$ cat config.mk
export PLATFORM = sky130hd
export DESIGN_NAME = modular_exponentiation_top
export DESIGN_NICKNAME = d
export VERILOG_FILES = /design/src/sv/modexp_pkg.sv /design/src/sv/modexp_mulmod.sv /design/src/sv/modexp_dp.sv /design/src/sv/modexp_ctrl.sv /design/src/sv/modular_exponentiation_top.sv
export VERILOG_INCLUDE_DIRS = /design/src /design/src/sv
export SDC_FILE = /design/constraint.sdc
export NUM_CORES = 1
export LEC_CHECK = 0
export BUFFER_PORTS_ARGS = -buffer_cell sky130_fd_sc_hd__buf_2
export CORE_ASPECT_RATIO = 0.9
export CORE_MARGIN = 4
export CORE_UTILIZATION = 50
export DETAILED_ROUTE_END_ITERATION = 10
export PLACE_DENSITY = 0.68
export SYNTH_ARGS = -nofsm -noshare
export SYNTH_HDL_FRONTEND = slang
export SYNTH_HIERARCHICAL = 1
export SYNTH_SLANG_ARGS = --single-unit
$ cat constraint.sdc
create_clock -name clk -period 9.7 [get_ports clk]
set_input_delay 0.97 -clock clk [delete_from_list [all_inputs] [get_ports clk]]
set_output_delay 0.97 -clock clk [all_outputs]
set_load 0.005 [all_outputs]
$ cat src/sv/modular_exponentiation_top_defines.svh
// ---------------------------------------------------------------------------
// Modular exponentiation assertion macros
// Concurrent assertion wrappers that compile away under synthesis.
// ---------------------------------------------------------------------------
`ifndef MODULAR_EXPONENTIATION_TOP_DEFINES_SVH
`define MODULAR_EXPONENTIATION_TOP_DEFINES_SVH

`ifndef SYNTHESIS
// Same-cycle implication, checked on every rising edge outside reset.
`define MX_ASSERT_IMP(label, ante, cons) \
  label: assert property (@(posedge clk) disable iff (!rst_n) (ante) |-> (cons)) \
    else $error("modexp assertion failed");
// Next-cycle implication.
`define MX_ASSERT_NXT(label, ante, cons) \
  label: assert property (@(posedge clk) disable iff (!rst_n) (ante) |=> (cons)) \
    else $error("modexp assertion failed");
`else
`define MX_ASSERT_IMP(label, ante, cons)
`define MX_ASSERT_NXT(label, ante, cons)
`endif

`endif

$ cat src/sv/modexp_pkg.sv
// ---------------------------------------------------------------------------
// Modular exponentiation package
// Word types, controller states and controller/datapath interface structs.
// ---------------------------------------------------------------------------
package modexp_pkg;

  localparam int DATA_W    = 32;
  localparam int WIDTH_DEF = 32;

  typedef struct packed {
    logic [DATA_W-1:0] base_value;
    logic [DATA_W-1:0] exponent;
  } in_word_t;

  typedef struct packed {
    logic [DATA_W-1:0] residue;
    logic              bad_modulus;
  } out_word_t;

  typedef enum logic [2:0] {
    ST_IDLE,
    ST_REDUCE,
    ST_REDUCE_WAIT,
    ST_CHECK,
    ST_ACC_WAIT,
    ST_SQR_WAIT,
    ST_FINISH
  } ctrl_state_t;

  typedef enum logic [1:0] {
    SEL_REDUCE,
    SEL_ACC,
    SEL_SQR
  } mul_sel_t;

  typedef struct packed {
    logic     load;
    logic     mul_start;
    mul_sel_t mul_sel;
    logic     shift_exp;
    logic     out_load;
  } ctrl_cmd_t;

  typedef struct packed {
    logic mod_zero;
    logic exp_zero;
    logic exp_lsb;
    logic mul_busy;
    logic mul_done;
    logic out_free;
  } dp_status_t;

endpackage

$ cat src/sv/modexp_mulmod.sv
// ---------------------------------------------------------------------------
// Bit-serial modular multiplier
// Interleaved shift-and-add: one bit of b per cycle, MSB first, reduced by m.
// ---------------------------------------------------------------------------
module modexp_mulmod #(
  parameter int WIDTH = modexp_pkg::WIDTH_DEF
) (
  input  logic                          clk,
  input  logic                          rst_n,
  input  logic                          start,
  input  logic [WIDTH-1:0]              a,
  input  logic [modexp_pkg::DATA_W-1:0] b,
  input  logic [WIDTH-1:0]              m,
  output logic [WIDTH-1:0]              result,
  output logic                          busy,
  output logic                          done
);
  import modexp_pkg::*;

  localparam int CNT_W = $clog2(DATA_W);

  logic [WIDTH-1:0]  a_r;
  logic [DATA_W-1:0] b_r, b_nxt;
  logic [WIDTH-1:0]  r_r, r_nxt;
  logic [CNT_W-1:0]  cnt_r, cnt_nxt;
  logic              busy_r, busy_nxt;
  logic              done_r, done_nxt;

  logic [WIDTH:0]    dbl, dbl_red, sum, sum_red;
  logic [WIDTH-1:0]  addend;

  // The partial result stays below m, and a is at most m, so both the doubled
  // value and the sum stay below 2m: one conditional subtract each.
  always_comb begin
    dbl     = {r_r, 1'b0};
    dbl_red = (dbl >= {1'b0, m}) ? dbl - {1'b0, m} : dbl;
    addend  = b_r[DATA_W-1] ? a_r : '0;
    sum     = dbl_red + {1'b0, addend};
    sum_red = (sum >= {1'b0, m}) ? sum - {1'b0, m} : sum;
  end

  always_comb begin
    b_nxt    = b_r;
    r_nxt    = r_r;
    cnt_nxt  = cnt_r;
    busy_nxt = busy_r;
    done_nxt = 1'b0;
    if (start) begin
      b_nxt    = b;
      r_nxt    = '0;
      cnt_nxt  = '0;
      busy_nxt = 1'b1;
    end else if (busy_r) begin
      b_nxt   = {b_r[DATA_W-2:0], 1'b0};
      r_nxt   = sum_red[WIDTH-1:0];
      cnt_nxt = cnt_r + CNT_W'(1);
      if (cnt_r == CNT_W'(DATA_W - 1)) begin
        busy_nxt = 1'b0;
        done_nxt = 1'b1;
      end
    end
  end

  always_ff @(posedge clk) begin
    if (!rst_n) begin
      busy_r <= 1'b0;
      done_r <= 1'b0;
      cnt_r  <= '0;
    end else begin
      busy_r <= busy_nxt;
      done_r <= done_nxt;
      cnt_r  <= cnt_nxt;
    end
  end

  always_ff @(posedge clk) begin
    if (start) begin
      a_r <= a;
    end
    b_r <= b_nxt;
    r_r <= r_nxt;
  end

  assign result = r_r;
  assign busy   = busy_r;
  assign done   = done_r;

endmodule

$ cat src/sv/modexp_dp.sv
// ---------------------------------------------------------------------------
// Modular exponentiation datapath
// Modulus, operand and accumulator registers, the multiplier and the output
// register.
// ---------------------------------------------------------------------------
module modexp_dp #(
  parameter int WIDTH = modexp_pkg::WIDTH_DEF
) (
  input  logic                          clk,
  input  logic                          rst_n,
  input  logic                          cfg_valid,
  input  logic [modexp_pkg::DATA_W-1:0] cfg_data,
  input  modexp_pkg::in_word_t          in_data,
  input  modexp_pkg::ctrl_cmd_t         cmd,
  output modexp_pkg::dp_status_t        status,
  input  logic                          out_ready,
  output logic                          out_valid,
  output modexp_pkg::out_word_t         out_data
);
  import modexp_pkg::*;

  logic [WIDTH-1:0]  mod_r;
  logic [DATA_W-1:0] base_r;
  logic [DATA_W-1:0] exp_r;
  logic [WIDTH-1:0]  acc_r;
  logic [WIDTH-1:0]  pow_r;
  mul_sel_t          sel_r;
  out_word_t         out_r;
  logic              out_valid_r, out_valid_nxt;

  logic [WIDTH-1:0]  mul_a;
  logic [DATA_W-1:0] mul_b;
  logic [WIDTH-1:0]  mul_res;
  logic              mul_busy, mul_done;
  logic              mod_zero;

  assign mod_zero = (mod_r == '0);

  always_comb begin
    case (cmd.mul_sel)
      SEL_REDUCE: begin
        mul_a = WIDTH'(1);
        mul_b = base_r;
      end
      SEL_ACC: begin
        mul_a = pow_r;
        mul_b = DATA_W'(acc_r);
      end
      SEL_SQR: begin
        mul_a = pow_r;
        mul_b = DATA_W'(pow_r);
      end
      default: begin
        mul_a = pow_r;
        mul_b = DATA_W'(pow_r);
      end
    endcase
  end

  modexp_mulmod #(
    .WIDTH (WIDTH)
  ) u_mulmod (
    .clk    (clk),
    .rst_n  (rst_n),
    .start  (cmd.mul_start),
    .a      (mul_a),
    .b      (mul_b),
    .m      (mod_r),
    .result (mul_res),
    .busy   (mul_busy),
    .done   (mul_done)
  );

  always_ff @(posedge clk) begin
    if (!rst_n) begin
      mod_r <= '0;
    end else if (cfg_valid) begin
      mod_r <= cfg_data[WIDTH-1:0];
    end
  end

  always_ff @(posedge clk) begin
    if (cmd.load) begin
      base_r <= in_data.base_value;
      exp_r  <= in_data.exponent;
      // One modulo one is zero.
      acc_r  <= (mod_r == WIDTH'(1)) ? '0 : WIDTH'(1);
    end else begin
      if (cmd.shift_exp) begin
        exp_r <= {1'b0, exp_r[DATA_W-1:1]};
      end
      if (mul_done) begin
        case (sel_r)
          SEL_ACC: acc_r <= mul_res;
          default: pow_r <= mul_res;
        endcase
      end
    end
    if (cmd.mul_start) begin
      sel_r <= cmd.mul_sel;
    end
    if (cmd.out_load) begin
      out_r.residue     <= mod_zero ? '0 : DATA_W'(acc_r);
      out_r.bad_modulus <= mod_zero;
    end
  end

  always_comb begin
    out_valid_nxt = out_valid_r;
    if (cmd.out_load) begin
      out_valid_nxt = 1'b1;
    end else if (out_ready) begin
      out_valid_nxt = 1'b0;
    end
  end

  always_ff @(posedge clk) begin
    if (!rst_n) begin
      out_valid_r <= 1'b0;
    end else begin
      out_valid_r <= out_valid_nxt;
    end
  end

  always_comb begin
    status.mod_zero = mod_zero;
    status.exp_zero = (exp_r == '0);
    status.exp_lsb  = exp_r[0];
    status.mul_busy = mul_busy;
    status.mul_done = mul_done;
    status.out_free = !out_valid_r || out_ready;
  end

  assign out_valid = out_valid_r;
  assign out_data  = out_r;

endmodule

$ cat src/sv/modexp_ctrl.sv
// ---------------------------------------------------------------------------
// Modular exponentiation controller
// Sequences base reduction and the square-and-multiply loop over exponent bits.
// ---------------------------------------------------------------------------
module modexp_ctrl (
  input  logic                   clk,
  input  logic                   rst_n,
  input  logic                   in_valid,
  output logic                   in_ready,
  input  modexp_pkg::dp_status_t status,
  output modexp_pkg::ctrl_cmd_t  cmd
);
  import modexp_pkg::*;

  ctrl_state_t state_r, state_nxt;

  always_ff @(posedge clk) begin
    if (!rst_n) begin
      state_r <= ST_IDLE;
    end else begin
      state_r <= state_nxt;
    end
  end

  always_comb begin
    state_nxt     = state_r;
    in_ready      = 1'b0;
    cmd.load      = 1'b0;
    cmd.mul_start = 1'b0;
    cmd.mul_sel   = SEL_SQR;
    cmd.shift_exp = 1'b0;
    cmd.out_load  = 1'b0;
    case (state_r)
      ST_IDLE: begin
        in_ready = 1'b1;
        if (in_valid) begin
          cmd.load  = 1'b1;
          state_nxt = ST_REDUCE;
        end
      end
      ST_REDUCE: begin
        if (status.mod_zero) begin
          state_nxt = ST_FINISH;
        end else begin
          cmd.mul_start = 1'b1;
          cmd.mul_sel   = SEL_REDUCE;
          state_nxt     = ST_REDUCE_WAIT;
        end
      end
      ST_REDUCE_WAIT: begin
        if (status.mul_done) begin
          state_nxt = ST_CHECK;
        end
      end
      ST_CHECK: begin
        if (status.exp_zero) begin
          state_nxt = ST_FINISH;
        end else if (status.exp_lsb) begin
          cmd.mul_start = 1'b1;
          cmd.mul_sel   = SEL_ACC;
          state_nxt     = ST_ACC_WAIT;
        end else begin
          cmd.mul_start = 1'b1;
          cmd.mul_sel   = SEL_SQR;
          state_nxt     = ST_SQR_WAIT;
        end
      end
      ST_ACC_WAIT: begin
        // The accumulator update leaves the power untouched, so squaring can
        // start in the same cycle.
        if (status.mul_done) begin
          cmd.mul_start = 1'b1;
          cmd.mul_sel   = SEL_SQR;
          state_nxt     = ST_SQR_WAIT;
        end
      end
      ST_SQR_WAIT: begin
        if (status.mul_done) begin
          cmd.shift_exp = 1'b1;
          state_nxt     = ST_CHECK;
        end
      end
      ST_FINISH: begin
        if (status.out_free) begin
          cmd.out_load = 1'b1;
          state_nxt    = ST_IDLE;
        end
      end
      default: begin
        state_nxt = ST_IDLE;
      end
    endcase
  end

endmodule

$ cat src/sv/modular_exponentiation_top.sv
// ---------------------------------------------------------------------------
// Modular exponentiation top level
// Computes base_value ^ exponent mod modulus by right-to-left
// square-and-multiply.
//
// The cfg channel writes the modulus (low WIDTH bits kept); it is always
// ready and must only be written while no word is in flight. Each in word
// carries a base and an exponent; each produces exactly one out word with
// the residue and a bad_modulus flag (residue 0 when the modulus is zero).
// The base is first reduced in one serial multiply. Each exponent bit up to
// the highest set one then costs a squaring, plus an accumulator multiply
// when set. The bit-serial multiplier takes one multiplier bit a cycle.
// A zero modulus skips the multiplies: the controller goes from the reduce
// state to the finish state, loads the result, then returns to idle.
// One word is processed at a time; in_ready is high only while the
// controller is idle. The result sits in an output register, so a new word
// is accepted while the previous result waits; a stalled receiver only holds
// the controller when the next result is ready to be written.
// Reset clears the modulus to zero and empties the output register.
// ---------------------------------------------------------------------------
`include "modular_exponentiation_top_defines.svh"

module modular_exponentiation_top #(
  parameter int WIDTH = modexp_pkg::WIDTH_DEF
) (
  input  logic                          clk,
  input  logic                          rst_n,
  input  logic                          cfg_valid,
  output logic                          cfg_ready,
  input  logic [modexp_pkg::DATA_W-1:0] cfg_data,
  input  logic                          in_valid,
  output logic                          in_ready,
  input  modexp_pkg::in_word_t          in_data,
  output logic                          out_valid,
  input  logic                          out_ready,
  output modexp_pkg::out_word_t         out_data
);
  import modexp_pkg::*;

  ctrl_cmd_t  cmd;
  dp_status_t status;

  assign cfg_ready = 1'b1;

  modexp_ctrl u_ctrl (
    .clk      (clk),
    .rst_n    (rst_n),
    .in_valid (in_valid),
    .in_ready (in_ready),
    .status   (status),
    .cmd      (cmd)
  );

  modexp_dp #(
    .WIDTH (WIDTH)
  ) u_dp (
    .clk       (clk),
    .rst_n     (rst_n),
    .cfg_valid (cfg_valid),
    .cfg_data  (cfg_data),
    .in_data   (in_data),
    .cmd       (cmd),
    .status    (status),
    .out_ready (out_ready),
    .out_valid (out_valid),
    .out_data  (out_data)
  );

  `MX_ASSERT_IMP(a_bad_mod_zero, out_valid && out_data.bad_modulus, out_data.residue == '0)
  `MX_ASSERT_NXT(a_one_at_a_time, in_valid && in_ready, !in_ready)
  `MX_ASSERT_IMP(a_mul_start_idle, cmd.mul_start, !status.mul_busy)
  `MX_ASSERT_IMP(a_out_load_free, cmd.out_load, status.out_free)

endmodule

==> impl_metrics.csv, run 1 <==
group,metric,value,unit
outcome,status,"completed",
routing,drt_iter0_drc,1172,
placement,portBuffers,135,
placement,dp.cells,2197,
critical_path,cp_max_fo,14,
clock_network,cts_made_buffers,34,
synth,syn_nets,1857,
critical_path,critPathLaunchType,"flop",
placement,hpwl,35.10,mm
global_routing,grt_max_degree,71,
sta,slew-limit-headroom,33.40,%
floorplanning,boundaryPins,137,
clock_network,clk_pin_slew_worst_paths,0.06,ns
clock_network,h-tree-depth,2,
critical_path,crit_type,"flop to flop",
layout,syn_to_final_growth,11.83,%
sta,rsz0062_at_grt,"false",
floorplanning,die_h,187.2,µm
global_routing,groute.usage.overall,24.07,%
layout,layoutNonFillerInstCount,2258,
clock_network,post-cts-setup-buffers,0,
routing,avgViaCountPerCell,5.843,
global_routing,grt_pass1_vias,13364,
job,cap_violations,0,
layout,layout_commonest_cell,"edfxtp_1",
min_path,min_path_cells,2,
routing,via_count,13194,
sta,drv_slew,0,
sta,max_freq,0.1108,GHz
critical_path,crit_arrival,9.45,ns
clock_network,cts_root_buf,"clkbuf_16",
critical_path,regToRegStartpoint,"u_dp/mod_r[1]",
layout,fillers,3090,
min_path,worstHoldEndpoint,"u_dp/u_mulmod/cnt_r[4]",
layout,drive_above_1_share,17.27,%
clock_network,clock_sinks,302,
synth,ys_warn_count,6,
critical_path,reg2regPathDepth,32,
floorplanning,start_util,50.78,%
critical_path,rr_endpoint,"u_dp/u_mulmod/result[28]",
clock_network,cts_resized,0,
clock_network,tritoncts,"built",
clock_network,clk_path_buf_depth,3,
layout,diodes,0,
sta,min_period,9.024,ns
critical_path,worst_path_most_repeated_cell,"nor2_1",
sta,tns,0,ns
layout,layout_common_cells,"edfxtp_1, buf_2, a21oi_1",
sta,skew,0.02814,ns
routing,routed_wl,47.88,mm
critical_path,critical-path-max-stage-delay,0.47,ns
critical_path,crit_family,"compound AO/OA/AOI/OAI gates",
sta,worst_pin_slew,0.9990,ns
sta,hold_violations,0,
routing,dr.pass1.iters,5,
routing,wl_per_cell,21.20,µm
floorplanning,die_area,38770,µm²
sta,setup_violations,0,
floorplanning,core_area,35130,µm²
sta,timing.final.ws_setup,0.6757,ns
sta,fin_crit_sh,93.03,%
critical_path,worstPathRequired,10.13,ns
synth,syn_inst,1655,
global_routing,grt_remaining_overflow,0,
synth,syn_area,17840,µm²
clock_network,cts_hold_buf,0,
critical_path,end_kind,"flop",
floorplanning,placementRows,65,
critical_path,r2r_slack,0.68,ns
min_path,min_from,"u_dp/u_mulmod/cnt_r[4]",
clock_network,clk_latency,0.54,ns
routing,ant_nets,0,
min_path,min_path_type,"flop to flop",
layout,nets,1966,
floorplanning,die_w,207.1,µm
placement,gp_congestion,0.9374,
critical_path,slowest_stage,"o211ai_1",
routing,drc_errors,0,
placement,place_ws,0.9063,ns
critical_path,critPathBufInv,4,
global_routing,grt_pass1_wl,75.14,mm
global_routing,antenna_found_initial,1,
synth,syn_area_per_cell,10.78,µm²
==> worst reg2reg max path: cells and delay by family (launching register included) <==
family	cells	cell delay [ns]
AOI/OAI and AO/OA	15	4.36
xor gates and xnor gates	1	0.25
DFF	1	0.36
and+or+nand+nor	7	1.58
muxes	2	0.50
adders and majority gates	3	1.15
buffers and inverters	4	0.72
==> routing by layer <==
layer	wire length, µm	part of all wire [%]	global-route usage (%)
met3	3587	7.5	5.568
met4	822	1.7	4.755
met2	20520	43	36.16
met5	13	0.027	0
met1	22930	48	36.01
==> sequential cells by signal (all words and copies together), names as in the netlist, 3 cells and up <==
name / cells
u_dp/u_mulmod/cnt_r: 5
u_dp/exp_r: 32
u_dp/u_mulmod/a_r: 32
u_dp/out_data: 33
u_dp/acc_r: 32
u_ctrl/state_r: 3
u_dp/u_mulmod/result: 32
u_dp/mod_r: 32
u_dp/pow_r: 32
u_dp/u_mulmod/b_r: 32
u_dp/base_r: 32
==> metrics by stage <==
step                      cell area, µm²  hold slack [ns]  utilization [%]
after global routing               19950           0.5435            56.79
after global placement             18870           0.4806            53.71
after CTS                          19950           0.5071            56.79
final                              19950           0.5074            56.79
after floorplan                    17840           0.4632                -
after detailed placement           18870           0.4926            53.71
==> final cells by class <==
class / instances / area [µm²] / share of cell area, %
Sequential cell: 302 / 8319 / 41.69
Clock buffer: 48 / 903.4 / 4.527
Inverter: 70 / 262.8 / 1.317
Timing Repair Buffer: 153 / 810.8 / 4.063
Multi-Input combinational cell: 1203 / 8891 / 44.56
Tap cell: 469 / 586.8 / 2.941
Clock inverter: 13 / 178.9 / 0.8967
==> worst max-delay path by stage <==
| stage | slack [ns] | cells after the start | to | startpoint |
|---|---|---|---|---|
| final | 0.68 | 32 | u_dp/u_mulmod/result[28] | u_dp/mod_r[1] |
| after global routing | 0.06 | 30 | u_dp/u_mulmod/result[28] | u_dp/mod_r[1] |
| after CTS | 0.87 | 32 | u_dp/u_mulmod/result[28] | u_dp/mod_r[1] |
| after detailed placement | 0.91 | 32 | u_dp/u_mulmod/result[28] | u_dp/mod_r[1] |
| after global placement | 1.03 | 31 | u_dp/u_mulmod/result[28] | u_dp/u_mulmod/result[0] |
| after floorplan | 2.90 | 33 | u_dp/u_mulmod/result[31] | u_dp/mod_r[1] |
Power of run 1 is left out: the tool's default activity adds up to more than one toggle a clock period on the data nets, which glitch-free logic cannot reach.
==> run 2, diff against run 1 <==
CORE_MARGIN = 5   (was 4)
==> impl_metrics.csv, run 2 (synthesized netlist as in run 1, its figures left out) <==
group,metric,value,unit
critical_path,critical-path-max-stage-delay,0.81,ns
critical_path,cp_max_fo,18,
floorplanning,die_h,189.2,µm
floorplanning,placementRows,65,
layout,multi_input_area,8891,µm²
critical_path,rr_endpoint,"u_dp/u_mulmod/result[4]",
min_path,min_path_cells,2,
critical_path,critPathLaunchType,"flop",
routing,dr.pass1.iters,6,
placement,detailed_place.area,18880,µm²
critical_path,r2r_slack,0.93,ns
sta,hold_violations,0,
routing,wl_per_cell,20.69,µm
sta,rsz0062_at_grt,"false",
routing,drc_errors,0,
clock_network,post-cts-setup-buffers,0,
routing,ant_nets,0,
sta,drv_slew,0,
global_routing,grt_remaining_overflow,0,
clock_network,cts_root_buf,"clkbuf_16",
placement,place_ws,0.8950,ns
critical_path,worst_path_most_repeated_cell,"nor2_1",
layout,seqCellArea,8319,µm²
clock_network,clock_sinks,302,
min_path,min_from,"u_dp/u_mulmod/cnt_r[3]",
floorplanning,die_w,209.1,µm
clock_network,tritoncts,"built",
clock_network,cts_hold_buf,0,
critical_path,end_kind,"flop",
sta,slew-limit-headroom,34.75,%
sta,fin_crit_sh,90.42,%
sta,max_freq,0.1140,GHz
global_routing,grt_pass1_vias,12959,
critical_path,crit_type,"flop to flop",
global_routing,grt_pass1_wl,73.20,mm
critical_path,slowest_stage,"o21a_1",
critical_path,crit_arrival,9.13,ns
placement,hpwl,34.36,mm
sta,min_period,8.771,ns
min_path,min_path_type,"flop to flop",
sta,skew,0.01332,ns
floorplanning,core_area,35130,µm²
layout,nets,1967,
layout,drive_above_1_share,17.82,%
layout,syn_to_final_growth,12.00,%
sta,timing.final.ws_setup,0.9288,ns
global_routing,groute.usage.overall,23.07,%
floorplanning,start_util,50.78,%
sta,tns,0,ns
clock_network,clk_pin_slew_worst_paths,0.06,ns
clock_network,h-tree-depth,2,
critical_path,reg2regPathDepth,29,
floorplanning,die_area,39570,µm²
outcome,status,"completed",
sta,worst_pin_slew,0.9787,ns
routing,routed_wl,46.75,mm
layout,fillers,3036,
layout,stdcell_area,19980,µm²
global_routing,grt_max_degree,68,
placement,portBuffers,135,
routing,avgViaCountPerCell,5.824,
critical_path,worstPathRequired,10.06,ns
critical_path,regToRegStartpoint,"u_dp/mod_r[1]",
job,cap_violations,0,
layout,layout_commonest_cell,"edfxtp_1",
global_routing,antenna_found_initial,0,
layout,diodes,0,
placement,gp_congestion,0.9788,
clock_network,clk_path_buf_depth,3,
clock_network,cts_resized,0,
clock_network,cts_made_buffers,34,
routing,via_count,13156,
sta,setup_violations,0,
layout,largest_reg_flops,33,
clock_network,clk_latency,0.52,ns
floorplanning,boundaryPins,137,
min_path,worstHoldEndpoint,"u_dp/u_mulmod/cnt_r[3]",
layout,layout_common_cells,"edfxtp_1, buf_2, a21oi_1",
routing,drt_iter0_drc,1025,
run 2: cell types whose count changed in the layout (fill, tap and decap cells not counted), sizes merged:
cell,before,now
buf,153,154
bufinv,4,2
clkbuf,48,50
run 2: worst max path at each step:
stage / start / to / slack, ns / depth (start not counted)
2_1_floorplan: u_dp/mod_r[1] / u_dp/u_mulmod/result[31] / 2.90 / 33
3_3_place_gp: u_dp/mod_r[1] / u_dp/u_mulmod/result[1] / 1.04 / 29
3_5_place_dp: u_dp/mod_r[1] / u_dp/u_mulmod/result[4] / 0.90 / 29
4_1_cts: u_dp/mod_r[1] / u_dp/u_mulmod/result[4] / 0.89 / 29
5_1_grt: u_dp/mod_r[1] / u_dp/u_mulmod/result[8] / 0.34 / 31
6_report: u_dp/mod_r[1] / u_dp/u_mulmod/result[4] / 0.93 / 29
run 2: worst max-delay path: cells and delay by family (launching register included):
family / cells / cell delay [ns]
DFF: 1 / 0.36
AOI/OAI and AO/OA: 10 / 3.70
muxes: 2 / 0.61
adders and majority gates: 3 / 1.00
xor gates and xnor gates: 1 / 0.10
buffers and inverters: 2 / 0.51
and+or+nand+nor: 11 / 2.32
run 2: area by class of cell:
cell class / count / area share (%)
repair buffers: 154 / 4.095
clock buffers: 50 / 4.965
multi-input cells: 1203 / 44.49
well taps: 469 / 2.937
flip-flops and latches: 302 / 41.63
inverters: 70 / 1.315
clock inverters: 11 / 0.5635
run 2: per-stage QoR:
step	utilization, %	cells	hold slack [ns]
finish	56.88	2259	0.5125
detailed placement	53.73	2198	0.4928
floorplan	-	1655	0.4632
global placement	53.73	2198	0.4807
CTS	56.88	2259	0.5094
global route	56.88	2259	0.5310
run 2: metal layers:
metal / wire (µm) / vias to the layer above / part of all wire [%] / track usage [%]
li1: - / 6343 / - / -
met1: 23110 / 6369 / 49 / 35.71
met2: 20000 / 397 / 43 / 34.54
met3: 3097 / 47 / 6.6 / 4.092
met4: 535 / 0 / 1.1 / 3.764
met5: 0 / - / 0 / 0
Power of run 2 is left out for the same reason.
==> run 3, diff against run 2 <==
==> constraint.sdc (replaced) <==
create_clock -name clk -period 9.9 [get_ports clk]
set_input_delay 1.98 -clock clk [delete_from_list [all_inputs] [get_ports clk]]
set_output_delay 1.98 -clock clk [all_outputs]
set_load 0.005 [all_outputs]
==> impl_metrics.csv, run 3 (synthesized netlist as in run 1, its figures left out) <==
group,metric,value,unit
layout,layoutNonFillerInstCount,2260,
layout,stdcell_area,20040,µm²
global_routing,grt_pass1_wl,74.62,mm
routing,ant_nets,0,
layout,seqCellArea,8319,µm²
sta,rsz0062_at_grt,"false",
critical_path,crit_type,"flop to flop",
routing,routed_wl,48.06,mm
sta,hold_violations,0,
sta,drv_slew,0,
global_routing,grt_max_degree,68,
critical_path,worstPathRequired,10.26,ns
placement,detailed_place.area,18870,µm²
layout,largest_reg_flops,33,
clock_network,cts_hold_buf,0,
layout,fillers,3057,
sta,setup_violations,0,
layout,drive_above_1_share,17.64,%
clock_network,clk_pin_slew_worst_paths,0.05,ns
floorplanning,die_area,39570,µm²
placement,gp_congestion,0.9650,
floorplanning,boundaryPins,137,
global_routing,groute.usage.overall,23.63,%
routing,drt_iter0_drc,1278,
critical_path,critical-path-max-stage-delay,0.81,ns
outcome,status,"completed",
critical_path,critPathLaunchType,"flop",
floorplanning,placementRows,65,
clock_network,cts_made_buffers,35,
sta,max_freq,0.1097,GHz
clock_network,post-cts-setup-buffers,0,
global_routing,grt_pass1_vias,13260,
critical_path,crit_family,"compound AO/OA/AOI/OAI gates",
critical_path,end_kind,"flop",
sta,skew,0.01636,ns
sta,worst_pin_slew,1.064,ns
floorplanning,core_area,35130,µm²
global_routing,antenna_found_initial,0,
routing,dr.pass1.iters,5,
global_routing,grt_remaining_overflow,0,
sta,slew-limit-headroom,29.06,%
job,cap_violations,0,
sta,fin_crit_sh,92.04,%
critical_path,critPathBufInv,3,
clock_network,clk_path_buf_depth,3,
routing,drc_errors,0,
sta,tns,0,ns
floorplanning,die_w,209.1,µm
placement,hpwl,35.21,mm
layout,diodes,0,
layout,layout_commonest_cell,"edfxtp_1",
clock_network,tritoncts,"built",
clock_network,clock_sinks,302,
placement,dp.cells,2197,
layout,multi_input_area,8891,µm²
layout,nets,1967,
placement,portBuffers,135,
floorplanning,start_util,50.78,%
critical_path,crit_arrival,9.47,ns
sta,min_period,9.112,ns
critical_path,slowest_stage,"o21a_1",
layout,layout_common_cells,"edfxtp_1, buf_2, a21oi_1",
routing,via_count,13362,
critical_path,worst_path_most_repeated_cell,"nor2_1",
floorplanning,die_h,189.2,µm
clock_network,cts_root_buf,"clkbuf_16",
clock_network,h-tree-depth,2,
layout,syn_to_final_growth,12.31,%
clock_network,clk_latency,0.53,ns
routing,wl_per_cell,21.26,µm
min_path,min_path_type,"flop to flop",
routing,avgViaCountPerCell,5.912,
critical_path,cp_max_fo,39,
clock_network,cts_resized,0,
run 3: cell types whose count changed in the layout (fill, tap and decap cells not counted), sizes merged:
cell,change
bufinv,+2
buf,-1
clkinv,-1
clkinvlp,+1
run 3: final timing paths:
path,to,start,depth (start not counted),slack (ns)
max,u_dp/u_mulmod/result[14],u_dp/mod_r[1],29,0.79
min,u_dp/u_mulmod/cnt_r[4],u_dp/u_mulmod/cnt_r[4],2,0.50
max reg2reg,u_dp/u_mulmod/result[14],u_dp/mod_r[1],29,0.79
min reg2reg,u_dp/u_mulmod/cnt_r[4],u_dp/u_mulmod/cnt_r[4],2,0.50
run 3: per-stage QoR:
stage	setup WS [ns]	utilization (%)	hold slack [ns]
6_report	0.7878	57.03	0.5029
5_1_grt	0.08642	57.03	0.5333
4_1_cts	0.8801	57.03	0.5061
3_5_place_dp	0.9124	53.71	0.4926
3_3_place_gp	1.152	53.71	0.4811
2_1_floorplan	3.095	-	0.4632
run 3: worst min-delay path, stage by stage, from the launching register on:
cell and delay, ns:
dfxtp_1 0.33, mux2i_1 0.07, nor2_1 0.07
run 3: area by class of cell:
type	instances	share of cell area (%)
flip-flops and latches	302	41.52
well taps	469	2.929
repair buffers	153	4.046
clock inverters	13	0.9179
multi-input cells	1203	44.37
inverters	70	1.311
clock buffers	50	4.908
run 3: metal layers:
metal | vias up | GRT usage (%) | share of wire (%)
li1 | 6347 | - | -
met1 | 6495 | 36.60 | 49
met2 | 468 | 35.44 | 43
met3 | 52 | 3.645 | 6.6
met4 | 0 | 4.492 | 1.4
met5 | - | 0 | 0
Power of run 3 is left out for the same reason.
